File: src/rtl/knn_pkg.sv
// Shared types and constants for the k-nearest-neighbor selector.
// Used by knn_dist, the selector top and the testbench; no dependencies.
package knn_pkg;

  localparam int MAX_DIMS   = 4;
  localparam int MAX_K      = 16;
  localparam int COORD_BITS = 16;
  localparam int ID_BITS    = 16;
  localparam int DIST_BITS  = 34;
  localparam int OUT_ID_BITS = 16;
  localparam int K_BITS     = $clog2(MAX_K + 1);
  localparam int POS_BITS   = (MAX_K > 1) ? $clog2(MAX_K) : 1;
  localparam int DIM_BITS   = (MAX_DIMS > 1) ? $clog2(MAX_DIMS) : 1;
  localparam int DCFG_BITS  = 3;
  localparam int CFG_BITS   = 5;
  localparam int ENTRY_BITS = DIST_BITS + ID_BITS;

  localparam logic [1:0] MODE_LOAD  = 2'd0;
  localparam logic [1:0] MODE_CAND  = 2'd1;
  localparam logic [1:0] MODE_DRAIN = 2'd2;
  localparam logic [1:0] MODE_NOP   = 2'd3;

  localparam logic [1:0] MET_EUCLID = 2'd0;
  localparam logic [1:0] MET_MANH   = 2'd1;
  localparam logic [1:0] MET_CHEB   = 2'd2;

  localparam logic [1:0] REG_METRIC = 2'd0;
  localparam logic [1:0] REG_K      = 2'd1;
  localparam logic [1:0] REG_DIMS   = 2'd2;

  typedef logic [COORD_BITS-1:0] coord_t;

  typedef struct packed {
    logic [1:0]    mode;
    logic [15:0]   point_id;
    logic [15:0]   coord_0;
    logic [15:0]   coord_1;
    logic [15:0]   coord_2;
    logic [15:0]   coord_3;
  } in_item_t;

  typedef struct packed {
    logic [15:0]          neighbor_id;
    logic [DIST_BITS-1:0] distance;
    logic                 is_last;
    logic                 empty_res;
  } out_item_t;

  typedef struct packed {
    logic [DIST_BITS-1:0] dval;
    logic [ID_BITS-1:0]   id;
  } entry_t;

  typedef enum logic [2:0] {
    S_IDLE, S_DIST, S_INS_RD, S_INS_CMP, S_FULL_RD, S_FULL_CMP, S_DRAIN_RD, S_DRAIN_LD
  } state_t;

endpackage

File: src/rtl/knn_ram.sv
// Generic one-write, one-read synchronous RAM with registered read data.
// No dependencies.
module knn_ram #(
  parameter int WIDTH = 8,
  parameter int DEPTH = 16,
  parameter int AW    = (DEPTH > 1) ? $clog2(DEPTH) : 1
) (
  input  logic             clk,
  input  logic             we,
  input  logic [AW-1:0]    waddr,
  input  logic [WIDTH-1:0] wdata,
  input  logic [AW-1:0]    raddr,
  output logic [WIDTH-1:0] rdata
);

  logic [WIDTH-1:0] mem [DEPTH];

  always_ff @(posedge clk) begin
    if (we) begin
      mem[waddr] <= wdata;
    end
    rdata <= mem[raddr];
  end

endmodule

File: src/rtl/knn_dist.sv
// Iterative distance unit: one dimension per cycle, squared Euclidean,
// Manhattan or Chebyshev. Depends on knn_pkg.
module knn_dist (
  input  logic                          clk,
  input  logic                          rst,
  input  logic                          start,
  input  logic [1:0]                    metric,
  input  logic [knn_pkg::DCFG_BITS-1:0] dims,
  input  knn_pkg::coord_t               cand [knn_pkg::MAX_DIMS],
  input  knn_pkg::coord_t               query [knn_pkg::MAX_DIMS],
  output logic                          done,
  output logic [knn_pkg::DIST_BITS-1:0] dist_sum
);

  logic                          busy;
  logic [knn_pkg::DIM_BITS-1:0]  d;
  logic [knn_pkg::DIM_BITS-1:0]  last;
  logic [knn_pkg::DCFG_BITS-1:0] nd;
  knn_pkg::coord_t               a, b, diff;
  logic [2*knn_pkg::COORD_BITS-1:0] sq;
  logic [knn_pkg::DIST_BITS-1:0] acc_next;

  always_comb begin
    if (dims == '0) nd = knn_pkg::DCFG_BITS'(1);
    else if (dims > knn_pkg::DCFG_BITS'(knn_pkg::MAX_DIMS))
      nd = knn_pkg::DCFG_BITS'(knn_pkg::MAX_DIMS);
    else nd = dims;
    last = knn_pkg::DIM_BITS'(nd - knn_pkg::DCFG_BITS'(1));
    a    = cand[d];
    b    = query[d];
    diff = (a > b) ? a - b : b - a;
    sq   = diff * diff;
    case (metric)
      knn_pkg::MET_EUCLID: acc_next = dist_sum + knn_pkg::DIST_BITS'(sq);
      knn_pkg::MET_MANH:   acc_next = dist_sum + knn_pkg::DIST_BITS'(diff);
      default: acc_next = (knn_pkg::DIST_BITS'(diff) > dist_sum) ?
                          knn_pkg::DIST_BITS'(diff) : dist_sum;
    endcase
  end

  always_ff @(posedge clk) begin
    if (rst) begin
      busy <= 1'b0;
      done <= 1'b0;
      d    <= '0;
    end else begin
      done <= 1'b0;
      if (start) begin
        busy     <= 1'b1;
        d        <= '0;
        dist_sum <= '0;
      end else if (busy) begin
        dist_sum <= acc_next;
        d        <= d + knn_pkg::DIM_BITS'(1);
        if (d == last) begin
          busy <= 1'b0;
          done <= 1'b1;
        end
      end
    end
  end

endmodule

File: src/rtl/knn_top_k_selector_top.sv
// Top level of the k-nearest-neighbor selector: control sequencer and
// neighbor store. Depends on knn_pkg, knn_ram and knn_dist.
//
// Usage:
//   Input channel (in_valid/in_stall, in_item): mode 0 loads the query point
//   and id and empties the store; mode 1 offers a candidate; mode 2 drains.
//   Output channel (out_valid/out_stall, out_item): the drained neighbors in
//   ascending (distance, id) order, is_last on the final one; an empty store
//   gives one item with empty_res set. Mode 3 is dropped.
//   Configuration (cfg_we, cfg_idx, cfg_wdata): metric, k, dims; write only
//   while the block is idle.
//   Timing: one item is worked on at a time. A query load is done in the
//   accept cycle. A candidate takes the accept cycle, the distance loop, a
//   read and a compare for each stored entry it moves past in the store (at
//   most k - 1) and a write, with a read and compare of the last entry first
//   when the store is full. A drain reads each result from the store, then
//   loads it into the output register. in_stall is high while an item
//   is at work. Reset clears configuration to metric 0, k 2, dims 2, the
//   query to zero and the fill count to zero; the store is not cleared.
//   A stalled output holds its item; the drain waits until it is taken.
module knn_top_k_selector_top (
  input  logic                          clk,
  input  logic                          rst,
  input  logic                          in_valid,
  output logic                          in_stall,
  input  knn_pkg::in_item_t             in_item,
  output logic                          out_valid,
  input  logic                          out_stall,
  output knn_pkg::out_item_t            out_item,
  input  logic                          cfg_we,
  input  logic [1:0]                    cfg_idx,
  input  logic [knn_pkg::CFG_BITS-1:0]  cfg_wdata
);

  knn_pkg::state_t state, state_next;
  logic [1:0]                    metric;
  logic [knn_pkg::K_BITS-1:0]    kcfg, k, fill, fill_next, nout, nout_next, rcnt, rcnt_next;
  logic [knn_pkg::DCFG_BITS-1:0] dims;
  logic [knn_pkg::POS_BITS-1:0]  pos, pos_next;
  knn_pkg::coord_t               qp [knn_pkg::MAX_DIMS];
  knn_pkg::coord_t               cp [knn_pkg::MAX_DIMS];
  logic [knn_pkg::ID_BITS-1:0]   qid, cand_id;
  logic [knn_pkg::DIST_BITS-1:0] cand_dist, dist_sum;
  logic                          dist_done, dist_start;
  logic                          accept, out_free, out_load, ram_we;
  knn_pkg::out_item_t            out_next;
  logic [knn_pkg::POS_BITS-1:0]  waddr, raddr;
  knn_pkg::entry_t               wdata, rdata, cand;
  logic [knn_pkg::K_BITS-1:0]    fill_c;
  logic                          less;

  knn_ram #(.WIDTH(knn_pkg::ENTRY_BITS), .DEPTH(knn_pkg::MAX_K)) u_ram (
    .clk(clk), .we(ram_we), .waddr(waddr), .wdata(wdata), .raddr(raddr), .rdata(rdata)
  );

  knn_dist u_dist (
    .clk(clk), .rst(rst), .start(dist_start), .metric(metric), .dims(dims),
    .cand(cp), .query(qp), .done(dist_done), .dist_sum(dist_sum)
  );

  assign in_stall = (state != knn_pkg::S_IDLE);
  assign accept   = in_valid && !in_stall;
  assign out_free = !out_valid || !out_stall;
  assign cand     = '{dval: cand_dist, id: cand_id};
  assign less     = (cand_dist < rdata.dval) ||
                    ((cand_dist == rdata.dval) && (cand_id < rdata.id));

  always_comb begin
    if (kcfg == '0) k = knn_pkg::K_BITS'(1);
    else if (kcfg > knn_pkg::K_BITS'(knn_pkg::MAX_K)) k = knn_pkg::K_BITS'(knn_pkg::MAX_K);
    else k = kcfg;
    fill_c = (fill > k) ? k : fill;
  end

  always_comb begin
    state_next = state;
    fill_next  = fill;
    pos_next   = pos;
    nout_next  = nout;
    rcnt_next  = rcnt;
    dist_start = 1'b0;
    ram_we     = 1'b0;
    waddr      = pos;
    wdata      = cand;
    raddr      = pos - knn_pkg::POS_BITS'(1);
    out_load   = 1'b0;
    out_next   = '0;
    unique case (state)
      knn_pkg::S_IDLE: begin
        if (accept) begin
          case (in_item.mode)
            knn_pkg::MODE_LOAD: fill_next = '0;
            knn_pkg::MODE_CAND: begin
              fill_next = fill_c;
              if (in_item.point_id != qid) begin
                dist_start = 1'b1;
                state_next = knn_pkg::S_DIST;
              end
            end
            knn_pkg::MODE_DRAIN: begin
              nout_next  = fill_c;
              rcnt_next  = '0;
              state_next = knn_pkg::S_DRAIN_RD;
            end
            default: ;
          endcase
        end
      end
      knn_pkg::S_DIST: begin
        if (dist_done) begin
          if (fill < k) begin
            pos_next   = knn_pkg::POS_BITS'(fill);
            fill_next  = fill + knn_pkg::K_BITS'(1);
            state_next = knn_pkg::S_INS_RD;
          end else begin
            state_next = knn_pkg::S_FULL_RD;
          end
        end
      end
      knn_pkg::S_INS_RD: begin
        if (pos == '0) begin
          ram_we     = 1'b1;
          state_next = knn_pkg::S_IDLE;
        end else begin
          state_next = knn_pkg::S_INS_CMP;
        end
      end
      knn_pkg::S_INS_CMP: begin
        ram_we = 1'b1;
        if (less) begin
          wdata      = rdata;
          pos_next   = pos - knn_pkg::POS_BITS'(1);
          state_next = knn_pkg::S_INS_RD;
        end else begin
          state_next = knn_pkg::S_IDLE;
        end
      end
      knn_pkg::S_FULL_RD: begin
        raddr      = knn_pkg::POS_BITS'(k - knn_pkg::K_BITS'(1));
        state_next = knn_pkg::S_FULL_CMP;
      end
      knn_pkg::S_FULL_CMP: begin
        if (cand_dist < rdata.dval) begin
          pos_next   = knn_pkg::POS_BITS'(k - knn_pkg::K_BITS'(1));
          state_next = knn_pkg::S_INS_RD;
        end else begin
          state_next = knn_pkg::S_IDLE;
        end
      end
      knn_pkg::S_DRAIN_RD: begin
        raddr = knn_pkg::POS_BITS'(rcnt);
        if (out_free) begin
          if (nout == '0) begin
            out_load           = 1'b1;
            out_next.is_last   = 1'b1;
            out_next.empty_res = 1'b1;
            state_next         = knn_pkg::S_IDLE;
          end else begin
            state_next = knn_pkg::S_DRAIN_LD;
          end
        end
      end
      knn_pkg::S_DRAIN_LD: begin
        out_load             = 1'b1;
        out_next.neighbor_id = knn_pkg::OUT_ID_BITS'(rdata.id);
        out_next.distance    = rdata.dval;
        out_next.is_last     = (rcnt + knn_pkg::K_BITS'(1) == nout);
        rcnt_next            = rcnt + knn_pkg::K_BITS'(1);
        state_next           = out_next.is_last ? knn_pkg::S_IDLE : knn_pkg::S_DRAIN_RD;
      end
      default: state_next = knn_pkg::S_IDLE;
    endcase
  end

  always_ff @(posedge clk) begin
    if (rst) begin
      state     <= knn_pkg::S_IDLE;
      metric    <= 2'd0;
      kcfg      <= knn_pkg::K_BITS'(2);
      dims      <= knn_pkg::DCFG_BITS'(2);
      fill      <= '0;
      qid       <= '0;
      out_valid <= 1'b0;
      for (int i = 0; i < knn_pkg::MAX_DIMS; i++) qp[i] <= '0;
    end else begin
      state <= state_next;
      fill  <= fill_next;
      if (cfg_we) begin
        case (cfg_idx)
          knn_pkg::REG_METRIC: metric <= cfg_wdata[1:0];
          knn_pkg::REG_K:      kcfg   <= cfg_wdata[knn_pkg::K_BITS-1:0];
          knn_pkg::REG_DIMS:   dims   <= cfg_wdata[knn_pkg::DCFG_BITS-1:0];
          default: ;
        endcase
      end
      if (accept && in_item.mode == knn_pkg::MODE_LOAD) begin
        qid   <= in_item.point_id;
        qp[0] <= in_item.coord_0;
        qp[1] <= in_item.coord_1;
        qp[2] <= in_item.coord_2;
        qp[3] <= in_item.coord_3;
      end
      if (out_load) out_valid <= 1'b1;
      else if (!out_stall) out_valid <= 1'b0;
    end
  end

  always_ff @(posedge clk) begin
    pos  <= pos_next;
    nout <= nout_next;
    rcnt <= rcnt_next;
    if (out_load) out_item <= out_next;
    if (dist_done) cand_dist <= dist_sum;
    if (accept) begin
      cand_id <= in_item.point_id;
      cp[0]   <= in_item.coord_0;
      cp[1]   <= in_item.coord_1;
      cp[2]   <= in_item.coord_2;
      cp[3]   <= in_item.coord_3;
    end
  end

endmodule

File: config.mk
export PLATFORM = sky130hd
export DESIGN_NAME = knn_top_k_selector_top
export DESIGN_NICKNAME = d
export VERILOG_FILES = /design/src/rtl/knn_pkg.sv /design/src/rtl/knn_ram.sv /design/src/rtl/knn_dist.sv /design/src/rtl/knn_top_k_selector_top.sv
export SDC_FILE = /design/constraint.sdc
export NUM_CORES = 2
export LEC_CHECK = 0
export BUFFER_PORTS_ARGS = -buffer_cell sky130_fd_sc_hd__buf_2
export CAP_MARGIN = 10
export CORE_UTILIZATION = 45
export CTS_CLUSTER_SIZE = 12
export DETAILED_ROUTE_END_ITERATION = 8
export SYNTH_ARGS = -nofsm -noshare
export SYNTH_HDL_FRONTEND = slang
export SYNTH_SLANG_ARGS = --single-unit
File: constraint.sdc
create_clock -name clk -period 12.9 [get_ports clk]
set_clock_uncertainty 0.1 [all_clocks]
set_input_delay 0 -clock clk [delete_from_list [all_inputs] [get_ports clk]]
set_output_delay 0 -clock clk [all_outputs]
set_load 0.02 [all_outputs]
==> impl_metrics.json <==
{
  "die-area_um2": 128600,
  "min_path_type": "primary input to flop",
  "synth_ff_type": "edfxtp_1",
  "ys_seq_elements": 1167,
  "crit_path_max_incr_delay_ps": 720,
  "start_util": 0.4546,
  "maxSlewViolCount": 0,
  "clock-sinks": 1167,
  "yosys_warnings": 0,
  "ios": 148,
  "syn_area_um2": 57230,
  "root_buffer": "clkbuf_16",
  "cp_num_buf_inv": 7,
  "die_h_um": 358.6,
  "grt_first_pass_wirelength_um": 215300,
  "cts_tree": "built",
  "die_x_um": 358.6,
  "status": "finished, final reports clean",
  "synth_nets": 4557,
  "numPortBuffers": 147,
  "critPathKind": "flop to flop",
  "cts_buffer_depth": 3,
  "antenna_found_initial": 1,
  "syn_avg_cell_area_um2": 14.17,
  "first_pass_iters": 5,
  "htreeDepth": 3,
  "finalWirelength_um": 143100,
  "hpwl_um": 87690,
  "fin_crit_ps": 11530,
  "drt-vias-per-instance": 5.542,
  "synth_edf_count": 1014,
  "dr_total_vias": 33890,
  "yosysUniqueCellTypes": 82,
  "gr-max-usage-layer": "met2",
  "crit_fanout": 28,
  "drcViolationCount": 0,
  "cp-start-kind": "flop",
  "core_area_um2": 125900,
  "place_congestion": 0.8640,
  "hold_viol_final": 0,
  "grtUsageMet1": 0.3145,
  "tns_ps": 0,
  "layout_common_cells": "1,014 x edfxtp_1, 456 x inv_1, 405 x nand2_1",
  "grt_use_met2": 0.3637,
  "layout-drive-gt1-share": 0.1598,
  "crit_family": "adder cells",
  "final_common_cell": "edfxtp_1",
  "num_rows": 130,
  "gr-total-overflow": 0,
  "worstMarginPinSlew_ps": 1073,
  "drv_cap": 0,
  "clk_pin_slew_ps": 60,
  "grt_usage": 0.2249,
  "yosysSeqAreaShare": 0.5855,
  "arrival_ps": 11900,
  "relSlewSlack": 0.2849,
  "finalNetCount": 4884,
  "worst_setup_path_end_kind": "flop",
  "area_growth_pct": 14.24,
  "setup_viol": 0,
  "grt_max_degree": 108,
  "ant_nets": 0,
  "cts_setup_buffers": 0,
  "avgRoutedWirePerCell_um": 23.41,
  "numCtsBuffers": 119,
  "grt_pass1_vias": 35033,
  "rsz0062_at_grt": "no",
  "netlist_instances": 4039,
  "nFillCells": 10565,
  "clk_latency_ps": 750,
  "max_freq_mhz": 86.74,
  "cp.required_ps": 13270,
  "slowest_stage": "dfxtp_2",
  "grtUsageMet3": 0.04046,
  "min_period_over_period": 0.8937,
  "drt_iter0_drc": 2789,
  "synth-async-reset-ratio": 0
}
## state kept, by name, summed over array words and instances (netlist names), 3 cells and up
register	cells
cand_id	16
cp	64
rcnt	5
qp	64
fill	5
u_dist.dist_sum	34
u_ram.rdata	50
cand_dist	34
nout	5
dims	3
pos	4
qid	16
kcfg	5
out_item	52
u_ram.mem	800
state	3
## path summary, 6_finish.rpt
kind                 from             endpoint  slack, ps  depth (start not counted)
max           u_dist.d[0]  u_dist.dist_sum[22]       1370                         30
max reg2reg   u_dist.d[0]  u_dist.dist_sum[22]       1370                         30
min          cfg_wdata[2]              kcfg[2]         50                          4
min reg2reg        qp[33]               qp[33]        350                          2
## metrics by stage
step                setup WS, ps  hold slack [ps]  instance area, µm²  instances  utilization
floorplan                   2995           -1.131               57230       4039            -
global placement            1392            92.37               59910       5717       0.4759
detailed placement          1377            92.68               59910       5717       0.4759
CTS                         1332            3.966               65380       6113       0.5193
global route               748.6            49.72               65390       6114       0.5194
finish                      1371            52.60               65390       6115       0.5194
## cell usage after synthesis (all sizes together), types with 56 or more instances
| library cell | count | area, µm² |
|---|---|---|
| and2 | 68 | 425.4 |
| a21oi | 192 | 972.2 |
| mux2 | 56 | 814.5 |
| fa | 194 | 3884 |
| edfxtp | 1014 | 30450 |
| a31oi | 67 | 425.4 |
| o21ai | 57 | 300.3 |
| inv | 464 | 1742 |
| a211oi | 77 | 593.1 |
| dfxtp | 153 | 3063 |
| nand2 | 408 | 1534 |
| nor2 | 217 | 814.5 |
| xnor2 | 65 | 599.3 |
| clkbuf | 106 | 399.1 |
| buf | 67 | 374.1 |
| mux4 | 232 | 5225 |
| ha | 230 | 2878 |
## final cells by class
| cell class | count | area [µm²] | area share |
|---|---|---|---|
| sequential | 1167 | 33520 | 0.5126 |
| inverter | 465 | 1745 | 0.02669 |
| clock inverter | 34 | 329.1 | 0.005033 |
| antenna | 2 | 5.005 | 0.00007654 |
| timing repair buffer | 379 | 2938 | 0.04493 |
| clock buffer | 184 | 3362 | 0.05142 |
| multi-input combinational | 2234 | 21430 | 0.3277 |
| tap | 1650 | 2064 | 0.03157 |
## metal layers
| layer | part of all wire | wire (µm) |
|---|---|---|
| met2 | 0.48 | 68070 |
| met1 | 0.44 | 62780 |
| met5 | 0 | 0 |
| met3 | 0.065 | 9279 |
| met4 | 0.021 | 3014 |
## what timing repair did
action | in CTS | in global routing
endpoints found under the hold margin | 209 | 0
hold buffers | 178 | 0
gates resized for setup | 0 | 0
## tightest hold or removal path: stages
cell and delay, ps:
dlygate4sd3_1 560, buf_2 140, mux2i_1 60, nor2_1 80
## cell families (layout without fill, tap and decap cells)
family          Yosys count  count (layout)  share of synthesized area
flops                  1167            1167                     0.5855
compound gates          522             522                    0.05813
simple gates            868             868                    0.06700
xor+xnor                109             109                    0.01766
mux                     311             311                     0.1095
buf+inv                 638            1062                    0.04401
other cells               0               2                          0
fa+ha+maj               424             424                     0.1181
Power is left out: the tool's default activity adds up to more than one toggle a clock period on the data nets, which glitch-free logic cannot reach.
